===== src/rtl/ddvc_pkg.sv =====
package ddvc_pkg;

    // datapath widths
    localparam int DVD_W  = 30;   // dividend and quotient magnitude
    localparam int DVS_W  = 17;   // divisor magnitude
    localparam int MUL_A_W = 17;
    localparam int MUL_B_W = 16;
    localparam int CNT_W  = $clog2(DVD_W);
    localparam int STEP_W = 5;

    typedef logic [3:0]        op_t;
    typedef logic [2:0]        cond_t;
    typedef logic [2:0]        dst_t;
    typedef logic [STEP_W-1:0] step_t;

    // one microcode word
    typedef struct packed {
        op_t   op;
        cond_t cond;
        step_t target;
        dst_t  dst;
    } ctrl_t;

    // datapath operations
    localparam op_t OP_NOP       = 4'd0;
    localparam op_t OP_MUL_FWD   = 4'd1;
    localparam op_t OP_MUL_TRE   = 4'd2;
    localparam op_t OP_MUL_HALF  = 4'd3;
    localparam op_t OP_MUL_LEFT  = 4'd4;
    localparam op_t OP_MUL_RIGHT = 4'd5;
    localparam op_t OP_DIV_T     = 4'd6;
    localparam op_t OP_DIV_M     = 4'd7;
    localparam op_t OP_DIV_B     = 4'd8;
    localparam op_t OP_TURN      = 4'd9;
    localparam op_t OP_MAN       = 4'd10;
    localparam op_t OP_HALF      = 4'd11;
    localparam op_t OP_MAX       = 4'd12;
    localparam op_t OP_SUMS      = 4'd13;
    localparam op_t OP_EMIT      = 4'd14;

    // jump conditions
    localparam cond_t C_NONE   = 3'd0;
    localparam cond_t C_ALWAYS = 3'd1;
    localparam cond_t C_MANUAL = 3'd2;
    localparam cond_t C_BIG    = 3'd3;
    localparam cond_t C_FIT    = 3'd4;

    // quotient destinations
    localparam dst_t DST_NONE   = 3'd0;
    localparam dst_t DST_LIN    = 3'd1;
    localparam dst_t DST_ANG    = 3'd2;
    localparam dst_t DST_LEFT   = 3'd3;
    localparam dst_t DST_RIGHT  = 3'd4;
    localparam dst_t DST_ANGSAT = 3'd5;

    // program steps
    localparam step_t S_START    = 5'd0;
    localparam step_t S_CHECK    = 5'd1;
    localparam step_t S_FWD_MUL  = 5'd2;
    localparam step_t S_FWD_DIV  = 5'd3;
    localparam step_t S_TRE_MUL  = 5'd4;
    localparam step_t S_TRE_DIV  = 5'd5;
    localparam step_t S_TURN     = 5'd6;
    localparam step_t S_MAN      = 5'd7;
    localparam step_t S_WHEEL    = 5'd8;
    localparam step_t S_HALF     = 5'd9;
    localparam step_t S_MAX      = 5'd10;
    localparam step_t S_LMUL     = 5'd11;
    localparam step_t S_LDIV     = 5'd12;
    localparam step_t S_RMUL     = 5'd13;
    localparam step_t S_RDIV     = 5'd14;
    localparam step_t S_SUM      = 5'd15;
    localparam step_t S_ANG_DIV  = 5'd16;
    localparam step_t S_EMIT     = 5'd17;

    // manual direction codes
    localparam logic [2:0] DIR_FRONT = 3'd0;
    localparam logic [2:0] DIR_BACK  = 3'd1;
    localparam logic [2:0] DIR_LEFT  = 3'd2;
    localparam logic [2:0] DIR_RIGHT = 3'd3;
    localparam logic [2:0] DIR_STOP  = 3'd4;

endpackage


===== src/rtl/ddvc_div.sv =====
module ddvc_div (
    input  logic                        clk,
    input  logic                        rst_n,
    input  logic                        start,
    input  logic [ddvc_pkg::DVD_W-1:0]  dividend,
    input  logic [ddvc_pkg::DVS_W-1:0]  divisor,
    output logic                        done,
    output logic [ddvc_pkg::DVD_W-1:0]  quotient
);

    logic [ddvc_pkg::DVS_W-1:0] rem_reg, rem_next;
    logic [ddvc_pkg::DVD_W-1:0] quo_reg, quo_next;
    logic [ddvc_pkg::DVS_W-1:0] dvs_reg, dvs_next;
    logic [ddvc_pkg::CNT_W-1:0] cnt_reg, cnt_next;
    logic                       busy_reg, busy_next;
    logic                       done_reg, done_next;
    logic [ddvc_pkg::DVS_W:0]   trial;
    logic [ddvc_pkg::DVS_W:0]   trial_sub;
    logic                       fits;

    // one restoring step: shift in the next dividend bit and try to subtract
    assign trial     = {rem_reg, quo_reg[ddvc_pkg::DVD_W-1]};
    assign trial_sub = trial - {1'b0, dvs_reg};
    assign fits      = trial >= {1'b0, dvs_reg};

    always_comb
    begin
        rem_next  = rem_reg;
        quo_next  = quo_reg;
        dvs_next  = dvs_reg;
        cnt_next  = cnt_reg;
        busy_next = busy_reg;
        done_next = 1'b0;
        if (start)
        begin
            rem_next  = '0;
            quo_next  = dividend;
            dvs_next  = divisor;
            cnt_next  = ddvc_pkg::CNT_W'(ddvc_pkg::DVD_W - 1);
            busy_next = 1'b1;
        end
        else if (busy_reg)
        begin
            rem_next = fits ? trial_sub[ddvc_pkg::DVS_W-1:0] : trial[ddvc_pkg::DVS_W-1:0];
            quo_next = {quo_reg[ddvc_pkg::DVD_W-2:0], fits};
            cnt_next = cnt_reg - 1'b1;
            if (cnt_reg == '0)
            begin
                busy_next = 1'b0;
                done_next = 1'b1;
            end
        end
    end

    // control state
    always_ff @(posedge clk or negedge rst_n)
    begin
        if (!rst_n)
        begin
            busy_reg <= 1'b0;
            done_reg <= 1'b0;
        end
        else
        begin
            busy_reg <= busy_next;
            done_reg <= done_next;
        end
    end

    // working registers
    always_ff @(posedge clk)
    begin
        rem_reg <= rem_next;
        quo_reg <= quo_next;
        dvs_reg <= dvs_next;
        cnt_reg <= cnt_next;
    end

    assign done     = done_reg;
    assign quotient = quo_reg;

endmodule


===== src/rtl/ddvc_rom.sv =====
module ddvc_rom (
    input  ddvc_pkg::step_t step,
    output ddvc_pkg::ctrl_t ctrl
);

    // microprogram: follow branch, manual branch, wheel limiting, recompute
    always_comb
    begin
        unique case (step)
            ddvc_pkg::S_START:   ctrl = '{ddvc_pkg::OP_NOP, ddvc_pkg::C_MANUAL,
                                          ddvc_pkg::S_MAN, ddvc_pkg::DST_NONE};
            ddvc_pkg::S_CHECK:   ctrl = '{ddvc_pkg::OP_NOP, ddvc_pkg::C_BIG,
                                          ddvc_pkg::S_TURN, ddvc_pkg::DST_NONE};
            ddvc_pkg::S_FWD_MUL: ctrl = '{ddvc_pkg::OP_MUL_FWD, ddvc_pkg::C_NONE,
                                          ddvc_pkg::S_START, ddvc_pkg::DST_NONE};
            ddvc_pkg::S_FWD_DIV: ctrl = '{ddvc_pkg::OP_DIV_T, ddvc_pkg::C_NONE,
                                          ddvc_pkg::S_START, ddvc_pkg::DST_LIN};
            ddvc_pkg::S_TRE_MUL: ctrl = '{ddvc_pkg::OP_MUL_TRE, ddvc_pkg::C_NONE,
                                          ddvc_pkg::S_START, ddvc_pkg::DST_NONE};
            ddvc_pkg::S_TRE_DIV: ctrl = '{ddvc_pkg::OP_DIV_T, ddvc_pkg::C_ALWAYS,
                                          ddvc_pkg::S_WHEEL, ddvc_pkg::DST_ANG};
            ddvc_pkg::S_TURN:    ctrl = '{ddvc_pkg::OP_TURN, ddvc_pkg::C_ALWAYS,
                                          ddvc_pkg::S_WHEEL, ddvc_pkg::DST_NONE};
            ddvc_pkg::S_MAN:     ctrl = '{ddvc_pkg::OP_MAN, ddvc_pkg::C_NONE,
                                          ddvc_pkg::S_START, ddvc_pkg::DST_NONE};
            ddvc_pkg::S_WHEEL:   ctrl = '{ddvc_pkg::OP_MUL_HALF, ddvc_pkg::C_NONE,
                                          ddvc_pkg::S_START, ddvc_pkg::DST_NONE};
            ddvc_pkg::S_HALF:    ctrl = '{ddvc_pkg::OP_HALF, ddvc_pkg::C_NONE,
                                          ddvc_pkg::S_START, ddvc_pkg::DST_NONE};
            ddvc_pkg::S_MAX:     ctrl = '{ddvc_pkg::OP_MAX, ddvc_pkg::C_FIT,
                                          ddvc_pkg::S_SUM, ddvc_pkg::DST_NONE};
            ddvc_pkg::S_LMUL:    ctrl = '{ddvc_pkg::OP_MUL_LEFT, ddvc_pkg::C_NONE,
                                          ddvc_pkg::S_START, ddvc_pkg::DST_NONE};
            ddvc_pkg::S_LDIV:    ctrl = '{ddvc_pkg::OP_DIV_M, ddvc_pkg::C_NONE,
                                          ddvc_pkg::S_START, ddvc_pkg::DST_LEFT};
            ddvc_pkg::S_RMUL:    ctrl = '{ddvc_pkg::OP_MUL_RIGHT, ddvc_pkg::C_NONE,
                                          ddvc_pkg::S_START, ddvc_pkg::DST_NONE};
            ddvc_pkg::S_RDIV:    ctrl = '{ddvc_pkg::OP_DIV_M, ddvc_pkg::C_NONE,
                                          ddvc_pkg::S_START, ddvc_pkg::DST_RIGHT};
            ddvc_pkg::S_SUM:     ctrl = '{ddvc_pkg::OP_SUMS, ddvc_pkg::C_NONE,
                                          ddvc_pkg::S_START, ddvc_pkg::DST_NONE};
            ddvc_pkg::S_ANG_DIV: ctrl = '{ddvc_pkg::OP_DIV_B, ddvc_pkg::C_NONE,
                                          ddvc_pkg::S_START, ddvc_pkg::DST_ANGSAT};
            ddvc_pkg::S_EMIT:    ctrl = '{ddvc_pkg::OP_EMIT, ddvc_pkg::C_NONE,
                                          ddvc_pkg::S_START, ddvc_pkg::DST_NONE};
            default:             ctrl = '{ddvc_pkg::OP_EMIT, ddvc_pkg::C_NONE,
                                          ddvc_pkg::S_START, ddvc_pkg::DST_NONE};
        endcase
    end

endmodule


===== src/rtl/diff_drive_velocity_command.sv =====
// Differential-drive velocity command. Each input item is a heading error to
// follow or a manual direction; each gives exactly one result item with the
// corrected linear and angular velocity, both wheel speeds and a flag telling
// whether the wheels were scaled down to wheel_limit. Velocities from the last
// item are kept, and the auto direction reuses them. One item is processed at
// a time by a microcoded sequencer over a shared multiplier and a one bit per
// cycle divider; every division holds its step until the divider is done. A
// finished result sits in an output register, so the next item is taken while
// it waits. Registers are written over the APB port at byte addresses 0, 4, 8,
// 12, 16 and read back there.
module diff_drive_velocity_command (
    input  logic               clk,
    input  logic               rst_n,
    // configuration
    input  logic               psel,
    input  logic               penable,
    input  logic               pwrite,
    input  logic [4:0]         paddr,
    input  logic [31:0]        pwdata,
    output logic [31:0]        prdata,
    output logic               pready,
    // command items
    input  logic               in_valid,
    output logic               in_stall,
    input  logic               req_type,
    input  logic signed [16:0] heading_error,
    input  logic [2:0]         direction,
    // result items
    output logic               out_valid,
    input  logic               out_stall,
    output logic signed [13:0] lin_vel,
    output logic signed [15:0] ang_vel,
    output logic signed [13:0] left_wheel,
    output logic signed [13:0] right_wheel,
    output logic               was_limited
);

    localparam logic [2:0]  REG_THR = 3'd0;
    localparam logic [2:0]  REG_FWD = 3'd1;
    localparam logic [2:0]  REG_TRN = 3'd2;
    localparam logic [2:0]  REG_WB  = 3'd3;
    localparam logic [2:0]  REG_LIM = 3'd4;
    localparam logic [15:0] ANG_POS_MAX = 16'h7FFF;
    localparam logic [15:0] ANG_NEG_MAX = 16'h8000;
    localparam logic [ddvc_pkg::DVD_W-1:0] ANG_POS_LIM = 30'd32767;
    localparam logic [ddvc_pkg::DVD_W-1:0] ANG_NEG_LIM = 30'd32768;

    // configuration registers
    logic [15:0] thr_reg;
    logic [12:0] fwd_reg;
    logic [12:0] trn_reg;
    logic [13:0] wb_reg;
    logic [12:0] lim_reg;
    logic        cfg_wr;

    // sequencer
    ddvc_pkg::step_t step_reg, step_next;
    ddvc_pkg::ctrl_t ctrl;
    logic            busy_reg, busy_next;
    logic            wait_reg, wait_next;
    logic            in_take;
    logic            is_div;
    logic            hold;
    logic            jump;
    logic            emit;

    // captured item
    logic        typ_reg;
    logic [16:0] e_reg;
    logic [2:0]  dir_reg;

    // datapath registers
    logic [13:0]                lin_reg, lin_next;
    logic [15:0]                ang_reg, ang_next;
    logic [17:0]                left_reg, left_next;
    logic [17:0]                right_reg, right_next;
    logic [16:0]                mag_reg, mag_next;
    logic [ddvc_pkg::DVD_W-1:0] prod_reg, prod_next;
    logic                       sgn_reg, sgn_next;
    logic                       limd_reg, limd_next;

    // output slot
    logic        out_valid_reg, out_valid_next;
    logic [13:0] lin_out_reg;
    logic [15:0] ang_out_reg;
    logic [13:0] left_out_reg;
    logic [13:0] right_out_reg;
    logic        limd_out_reg;

    // datapath combinational values
    logic [15:0] t_eff;
    logic [13:0] b_eff;
    logic        e_neg;
    logic [16:0] e_negv;
    logic [16:0] ae;
    logic        big;
    logic [16:0] ang_negv;
    logic [16:0] ang_abs;
    logic [17:0] left_negv;
    logic [17:0] right_negv;
    logic [16:0] left_abs;
    logic [16:0] right_abs;
    logic [16:0] m_val;
    logic        over;
    logic [16:0] half_mag;
    logic [17:0] half_val;
    logic [17:0] lin_ext;
    logic [18:0] sum_val;
    logic [18:0] sum_negv;
    logic [17:0] sum_abs;
    logic [13:0] sum_half;
    logic [18:0] diff_val;
    logic [18:0] diff_negv;
    logic [17:0] diff_abs;
    logic [ddvc_pkg::MUL_A_W-1:0] mul_a;
    logic [ddvc_pkg::MUL_B_W-1:0] mul_b;
    logic [ddvc_pkg::MUL_A_W+ddvc_pkg::MUL_B_W-1:0] mul_p;
    logic                         div_start;
    logic                         div_done;
    logic [ddvc_pkg::DVS_W-1:0]   div_dvs;
    logic [ddvc_pkg::DVD_W-1:0]   div_q;
    logic [ddvc_pkg::DVD_W:0]     q_negv;
    logic [ddvc_pkg::DVD_W:0]     q_s;
    logic [15:0]                  q_sat;

    // configuration port
    assign pready = 1'b1;
    assign cfg_wr = psel && penable && pwrite;

    always_ff @(posedge clk or negedge rst_n)
    begin
        if (!rst_n)
        begin
            thr_reg <= 16'd2560;
            fwd_reg <= 13'd2048;
            trn_reg <= 13'd2048;
            wb_reg  <= 14'd1556;
            lim_reg <= 13'd2048;
        end
        else if (cfg_wr)
        begin
            unique case (paddr[4:2])
                REG_THR: thr_reg <= pwdata[15:0];
                REG_FWD: fwd_reg <= pwdata[12:0];
                REG_TRN: trn_reg <= pwdata[12:0];
                REG_WB:  wb_reg  <= pwdata[13:0];
                REG_LIM: lim_reg <= pwdata[12:0];
                default: ;
            endcase
        end
    end

    // register read back
    always_comb
    begin
        unique case (paddr[4:2])
            REG_THR: prdata = {16'd0, thr_reg};
            REG_FWD: prdata = {19'd0, fwd_reg};
            REG_TRN: prdata = {19'd0, trn_reg};
            REG_WB:  prdata = {18'd0, wb_reg};
            REG_LIM: prdata = {19'd0, lim_reg};
            default: prdata = '0;
        endcase
    end

    // microcode lookup and divider
    ddvc_rom u_rom (
        .step (step_reg),
        .ctrl (ctrl)
    );

    ddvc_div u_div (
        .clk      (clk),
        .rst_n    (rst_n),
        .start    (div_start),
        .dividend (prod_reg),
        .divisor  (div_dvs),
        .done     (div_done),
        .quotient (div_q)
    );

    // operand preparation
    assign t_eff    = (thr_reg == '0) ? 16'd1 : thr_reg;
    assign b_eff    = (wb_reg == '0) ? 14'd1 : wb_reg;
    assign e_neg    = e_reg[16];
    assign e_negv   = 17'd0 - e_reg;
    assign ae       = e_neg ? e_negv : e_reg;
    assign big      = ae > {1'b0, t_eff};
    assign ang_negv = 17'd0 - {ang_reg[15], ang_reg};
    assign ang_abs  = ang_reg[15] ? ang_negv : {1'b0, ang_reg};
    assign left_negv  = 18'd0 - left_reg;
    assign right_negv = 18'd0 - right_reg;
    assign left_abs   = left_reg[17] ? left_negv[16:0] : left_reg[16:0];
    assign right_abs  = right_reg[17] ? right_negv[16:0] : right_reg[16:0];
    assign m_val      = (left_abs > right_abs) ? left_abs : right_abs;
    assign over       = m_val > {4'd0, lim_reg};

    // half of the wheel speed difference, truncated toward zero
    assign half_mag = prod_reg[29:13];
    assign half_val = sgn_reg ? (18'd0 - {1'b0, half_mag}) : {1'b0, half_mag};
    assign lin_ext  = {{4{lin_reg[13]}}, lin_reg};

    // wheel sum and difference for the recomputed velocities
    assign sum_val   = {left_reg[17], left_reg} + {right_reg[17], right_reg};
    assign sum_negv  = 19'd0 - sum_val;
    assign sum_abs   = sum_val[18] ? sum_negv[17:0] : sum_val[17:0];
    assign sum_half  = sum_abs[14:1];
    assign diff_val  = {right_reg[17], right_reg} - {left_reg[17], left_reg};
    assign diff_negv = 19'd0 - diff_val;
    assign diff_abs  = diff_val[18] ? diff_negv[17:0] : diff_val[17:0];

    // shared multiplier operand select
    always_comb
    begin
        unique case (ctrl.op)
            ddvc_pkg::OP_MUL_FWD:
            begin
                mul_a = {1'b0, t_eff} - ae;
                mul_b = {3'd0, fwd_reg};
            end
            ddvc_pkg::OP_MUL_TRE:
            begin
                mul_a = ae;
                mul_b = {3'd0, trn_reg};
            end
            ddvc_pkg::OP_MUL_HALF:
            begin
                mul_a = ang_abs;
                mul_b = {2'd0, b_eff};
            end
            ddvc_pkg::OP_MUL_LEFT:
            begin
                mul_a = left_abs;
                mul_b = {3'd0, lim_reg};
            end
            ddvc_pkg::OP_MUL_RIGHT:
            begin
                mul_a = right_abs;
                mul_b = {3'd0, lim_reg};
            end
            default:
            begin
                mul_a = '0;
                mul_b = '0;
            end
        endcase
    end

    assign mul_p = {{ddvc_pkg::MUL_B_W{1'b0}}, mul_a} * {{ddvc_pkg::MUL_A_W{1'b0}}, mul_b};

    // divisor select
    always_comb
    begin
        unique case (ctrl.op)
            ddvc_pkg::OP_DIV_T: div_dvs = {1'b0, t_eff};
            ddvc_pkg::OP_DIV_M: div_dvs = mag_reg;
            ddvc_pkg::OP_DIV_B: div_dvs = {3'd0, b_eff};
            default:            div_dvs = '0;
        endcase
    end

    // signed quotient and saturated angular value
    assign q_negv = {(ddvc_pkg::DVD_W+1){1'b0}} - {1'b0, div_q};
    assign q_s    = sgn_reg ? q_negv : {1'b0, div_q};

    always_comb
    begin
        priority if (!sgn_reg && (div_q > ANG_POS_LIM))
            q_sat = ANG_POS_MAX;
        else if (sgn_reg && (div_q > ANG_NEG_LIM))
            q_sat = ANG_NEG_MAX;
        else
            q_sat = q_s[15:0];
    end

    // sequencer control
    assign in_stall  = busy_reg;
    assign in_take   = in_valid && !busy_reg;
    assign is_div    = (ctrl.op == ddvc_pkg::OP_DIV_T) || (ctrl.op == ddvc_pkg::OP_DIV_M) ||
                       (ctrl.op == ddvc_pkg::OP_DIV_B);
    assign div_start = busy_reg && is_div && !wait_reg;
    assign emit      = busy_reg && (ctrl.op == ddvc_pkg::OP_EMIT) &&
                       (!out_valid_reg || !out_stall);
    assign hold      = (is_div && !(wait_reg && div_done)) ||
                       ((ctrl.op == ddvc_pkg::OP_EMIT) && out_valid_reg && out_stall);

    always_comb
    begin
        unique case (ctrl.cond)
            ddvc_pkg::C_NONE:   jump = 1'b0;
            ddvc_pkg::C_ALWAYS: jump = 1'b1;
            ddvc_pkg::C_MANUAL: jump = typ_reg;
            ddvc_pkg::C_BIG:    jump = big;
            ddvc_pkg::C_FIT:    jump = !over;
            default:            jump = 1'b0;
        endcase
    end

    always_comb
    begin
        step_next = step_reg;
        busy_next = busy_reg;
        wait_next = wait_reg;
        if (in_take)
        begin
            step_next = ddvc_pkg::S_START;
            busy_next = 1'b1;
            wait_next = 1'b0;
        end
        else if (busy_reg)
        begin
            if (div_start)
                wait_next = 1'b1;
            else if (is_div && div_done)
                wait_next = 1'b0;
            if (!hold)
            begin
                if (ctrl.op == ddvc_pkg::OP_EMIT)
                    busy_next = 1'b0;
                else if (jump)
                    step_next = ctrl.target;
                else
                    step_next = step_reg + 1'b1;
            end
        end
    end

    // datapath register updates
    always_comb
    begin
        lin_next   = lin_reg;
        ang_next   = ang_reg;
        left_next  = left_reg;
        right_next = right_reg;
        mag_next   = mag_reg;
        prod_next  = prod_reg;
        sgn_next   = sgn_reg;
        limd_next  = limd_reg;
        if (in_take)
            limd_next = 1'b0;
        else if (busy_reg)
        begin
            unique case (ctrl.op)
                ddvc_pkg::OP_MUL_FWD:
                begin
                    prod_next = mul_p[ddvc_pkg::DVD_W-1:0];
                    sgn_next  = 1'b0;
                end
                ddvc_pkg::OP_MUL_TRE:
                begin
                    prod_next = mul_p[ddvc_pkg::DVD_W-1:0];
                    sgn_next  = e_neg;
                end
                ddvc_pkg::OP_MUL_HALF:
                begin
                    prod_next = mul_p[ddvc_pkg::DVD_W-1:0];
                    sgn_next  = ang_reg[15];
                end
                ddvc_pkg::OP_MUL_LEFT:
                begin
                    prod_next = mul_p[ddvc_pkg::DVD_W-1:0];
                    sgn_next  = left_reg[17];
                end
                ddvc_pkg::OP_MUL_RIGHT:
                begin
                    prod_next = mul_p[ddvc_pkg::DVD_W-1:0];
                    sgn_next  = right_reg[17];
                end
                ddvc_pkg::OP_DIV_T, ddvc_pkg::OP_DIV_M, ddvc_pkg::OP_DIV_B:
                begin
                    if (wait_reg && div_done)
                    begin
                        unique case (ctrl.dst)
                            ddvc_pkg::DST_LIN:    lin_next   = q_s[13:0];
                            ddvc_pkg::DST_ANG:    ang_next   = q_s[15:0];
                            ddvc_pkg::DST_LEFT:   left_next  = q_s[17:0];
                            ddvc_pkg::DST_RIGHT:  right_next = q_s[17:0];
                            ddvc_pkg::DST_ANGSAT: ang_next   = q_sat;
                            default: ;
                        endcase
                    end
                end
                ddvc_pkg::OP_TURN:
                begin
                    lin_next = '0;
                    ang_next = e_neg ? (16'd0 - {3'd0, trn_reg}) : {3'd0, trn_reg};
                end
                ddvc_pkg::OP_MAN:
                begin
                    unique case (dir_reg)
                        ddvc_pkg::DIR_FRONT:
                        begin
                            lin_next = {1'b0, fwd_reg};
                            ang_next = '0;
                        end
                        ddvc_pkg::DIR_BACK:
                        begin
                            lin_next = 14'd0 - {1'b0, fwd_reg};
                            ang_next = '0;
                        end
                        ddvc_pkg::DIR_LEFT:
                        begin
                            lin_next = '0;
                            ang_next = {3'd0, trn_reg};
                        end
                        ddvc_pkg::DIR_RIGHT:
                        begin
                            lin_next = '0;
                            ang_next = 16'd0 - {3'd0, trn_reg};
                        end
                        ddvc_pkg::DIR_STOP:
                        begin
                            lin_next = '0;
                            ang_next = '0;
                        end
                        default: ;  // auto and unused codes keep the last velocities
                    endcase
                end
                ddvc_pkg::OP_HALF:
                begin
                    left_next  = lin_ext - half_val;
                    right_next = lin_ext + half_val;
                end
                ddvc_pkg::OP_MAX:
                begin
                    mag_next  = m_val;
                    limd_next = over;
                end
                ddvc_pkg::OP_SUMS:
                begin
                    lin_next  = sum_val[18] ? (14'd0 - sum_half) : sum_half;
                    prod_next = {diff_abs, 12'd0};
                    sgn_next  = diff_val[18];
                end
                default: ;
            endcase
        end
    end

    // output slot handshake
    always_comb
    begin
        out_valid_next = out_valid_reg;
        if (emit)
            out_valid_next = 1'b1;
        else if (!out_stall)
            out_valid_next = 1'b0;
    end

    // control state and kept velocities
    always_ff @(posedge clk or negedge rst_n)
    begin
        if (!rst_n)
        begin
            step_reg      <= ddvc_pkg::S_START;
            busy_reg      <= 1'b0;
            wait_reg      <= 1'b0;
            out_valid_reg <= 1'b0;
            lin_reg       <= '0;
            ang_reg       <= '0;
        end
        else
        begin
            step_reg      <= step_next;
            busy_reg      <= busy_next;
            wait_reg      <= wait_next;
            out_valid_reg <= out_valid_next;
            lin_reg       <= lin_next;
            ang_reg       <= ang_next;
        end
    end

    // payload and working registers
    always_ff @(posedge clk)
    begin
        if (in_take)
        begin
            typ_reg <= req_type;
            e_reg   <= heading_error;
            dir_reg <= direction;
        end
        left_reg  <= left_next;
        right_reg <= right_next;
        mag_reg   <= mag_next;
        prod_reg  <= prod_next;
        sgn_reg   <= sgn_next;
        limd_reg  <= limd_next;
        if (emit)
        begin
            lin_out_reg   <= lin_reg;
            ang_out_reg   <= ang_reg;
            left_out_reg  <= left_reg[13:0];
            right_out_reg <= right_reg[13:0];
            limd_out_reg  <= limd_reg;
        end
    end

    assign out_valid   = out_valid_reg;
    assign lin_vel     = lin_out_reg;
    assign ang_vel     = ang_out_reg;
    assign left_wheel  = left_out_reg;
    assign right_wheel = right_out_reg;
    assign was_limited = limd_out_reg;

endmodule

===== config.mk =====
export PLATFORM = sky130hd
export DESIGN_NAME = diff_drive_velocity_command
export DESIGN_NICKNAME = d
export VERILOG_FILES = /design/src/rtl/ddvc_pkg.sv /design/src/rtl/ddvc_div.sv /design/src/rtl/ddvc_rom.sv /design/src/rtl/diff_drive_velocity_command.sv
export SDC_FILE = /design/constraint.sdc
export NUM_CORES = 2
export LEC_CHECK = 0
export ABC_AREA = 1
export BUFFER_PORTS_ARGS = -buffer_cell sky130_fd_sc_hd__buf_2
export CAP_MARGIN = 30
export CORE_MARGIN = 2
export CORE_UTILIZATION = 35
export DETAILED_ROUTE_END_ITERATION = 8
export GPL_TIMING_DRIVEN = 0
export PLACE_DENSITY = 0.56
export SETUP_SLACK_MARGIN = 0.2
export SLEW_MARGIN = 5
export SYNTH_ARGS = -nofsm -noshare
export SYNTH_HDL_FRONTEND = slang
export SYNTH_SLANG_ARGS = --single-unit

===== constraint.sdc =====
create_clock -name clk -period 14.5 [get_ports clk]
set_clock_uncertainty 0.1 [all_clocks]
set_input_delay 0 -clock clk [delete_from_list [all_inputs] [get_ports clk]]
set_output_delay 0 -clock clk [all_outputs]
set_load 0.02 [all_outputs]

==> out/metrics.csv <==
metric,value,unit
wl,122000,um
layout_common_cells,"nand2_1 (865), inv_1 (690), nor2_1 (387)",
drive_above_1_share,10.1,%
fin_nets,4977,
worst_setup_path_start_kind,flip-flop,
ys_seq_elements,343,
dieWidth,310,um
required,14740,ps
overflow,0,
cts.clk_slew.worst_paths,60,ps
grt_pass1_vias,28600,
area_growth,12.9,%
postCtsSetupRepairBufs,0,
crit_top_cell,nand2_1,
worstSetupStartpoint,e_reg[16],
status,finished clean,
pin_count,159,
cap_violations,0,
hpwl,99100,um
fin_crit_sh,72.3,%
grt_start_max_net_pins,76,
final_antenna_net_count,0,
min_path_type,in -> reg,
row_count,112,
synth_warnings,0,
netlist_instances,4252,
routedWlPerCell,21.1,um
synth.cell_area,0.0328,sq mm
cpMaxStageDelayCell,fa_1,
ctsResizeCount,0,
start_util,35.3,%
synth_cell_type_count,72,
fin_ws,4010,ps
numCtsBuffers,41,
min_period,10490,ps
die_h,310,um
reg2reg_from,e_reg[16],
setup_viol,0,
cts_tree,yes,
drc,0,
finalHoldViolCount,0,
end_kind,flip-flop,
seq_area_frac_synth,29.1,%
r2r-end,prod_reg[29],
clk_latency,590,ps
rsz0062_at_grt,false,
gp_congestion,0.995,
max_freq,0.0954,GHz
ys.flop_type,edfxtp_1,
avgViaCountPerCell,5.22,
synth_area_per_cell,7.71,sq um
crit_end,prod_reg[29],
vias,30200,
antenna_found_initial,0,
die-area,0.0962,sq mm
fin_tns_setup,0,ps
reg2reg_depth,44,
grt_pass1_wl,178000,um
max-slew-margin-rel,30.8,%
cts_max_level,2,
synth-async-reset-ratio,31.8,%
synth_edf_count,211,
track_usage,24.9,%
cp.arrival,10720,ps
cts_sinks,343,
final_common_cell,nand2_1,
clockBufferDepth,3,
portBuffers,123,
drt_iter0_drc,2997,
path_class,reg -> reg,
ctsHoldBuffers,45,
drv_slew,0,
worst_pin_slew,1030,ps
coreArea,0.0930,sq mm
firstDrtPassIters,6,
root_buffer,clkbuf_16,
max_stage_delay,610,ps
critPathMaxFanout,10,
ff2ff_setup_slack,4010,ps
preCtsSetupSlack,4120,ps
==> cell families after synthesis <==
logic type,after synthesis,synth area share [%]
other,2,0.0229
AND/OR/NAND/NOR,1649,21.9
XOR/XNOR,154,4.13
buffers and inverters,885,10.8
adder cells (fa/ha/maj),424,20.3
flip-flops,343,29.1
AO/OA/AOI/OAI,795,13.8
==> synthesized netlist by cell type (all sizes together), types with 19 or more instances <==
master / instances / share of area, %
o22ai: 39 / 0.74
nand2: 898 / 11
a21oi: 221 / 3.4
a221oi: 28 / 0.77
xnor2: 28 / 0.75
nand4: 38 / 0.74
fa: 182 / 11
nor3: 85 / 1.5
clkbuf: 66 / 0.76
ha: 242 / 9.2
edfxtp: 211 / 19
dfrtp: 100 / 7.6
inv: 739 / 8.5
nor4: 31 / 1.0
a31oi: 19 / 0.38
o21ai: 373 / 5.8
buf: 77 / 1.5
dfxtp: 23 / 1.4
xor2: 126 / 3.4
nand3: 148 / 2.3
nor2: 408 / 4.9
or2: 29 / 0.55
==> through the flow <==
step / hold slack (ps) / utilization [%] / cell area [sq um] / instances
floorplan: -396 / - / 32900 / 4267
global placement: 77.4 / 37.7 / 35000 / 5644
detailed placement: -153 / 37.9 / 35300 / 5653
CTS: 2.60 / 39.8 / 37000 / 5772
global route: 27.8 / 39.8 / 37000 / 5773
finish: 28.8 / 39.8 / 37000 / 5774
==> worst min-delay path by stage <==
stage,start,to,slack (ps),cells past startpoint
2_1_floorplan,rst_n,ang_reg[0],-400,0
3_3_place_gp,heading_error[8],e_reg[8],80,1
3_5_place_dp,rst_n,u_div.done,-150,1
4_1_cts,heading_error[5],e_reg[5],3,2
5_1_grt,heading_error[6],e_reg[6],30,2
6_report,heading_error[1],e_reg[1],30,2
==> critical path, delay by kind of cell, from the launching register on <==
kind / cells / cell delay [ps]
and+or+nand+nor: 19 / 2080
AOI/OAI and AO/OA: 9 / 2190
xor gates and xnor gates: 1 / 90
adders and majority gates: 8 / 4040
DFF: 1 / 440
buffers and inverters: 7 / 1350
==> metal layers <==
metal | GRT usage [%] | part of all wire (%) | vias to the layer above
met5 | 0 | 0 | -
met4 | 7.70 | 3.1 | 0
met3 | 2.95 | 7.0 | 193
met2 | 40.1 | 46 | 1108
met1 | 34.9 | 44 | 14600
li1 | - | - | 14300
==> final cells by class <==
type,count,area (sq um)
antenna,1,2.50
buffer,143,732
clock buffer,51,1120
clock inverter,23,178
fill,9780,56000
inverter,742,2800
multi-input combinational,3039,19800
sequential,343,9540
tap,1254,1570
timing repair buffer,178,1260
Power is left out: the tool's default activity adds up to more than one toggle a clock period on the data nets, which glitch-free logic cannot reach.
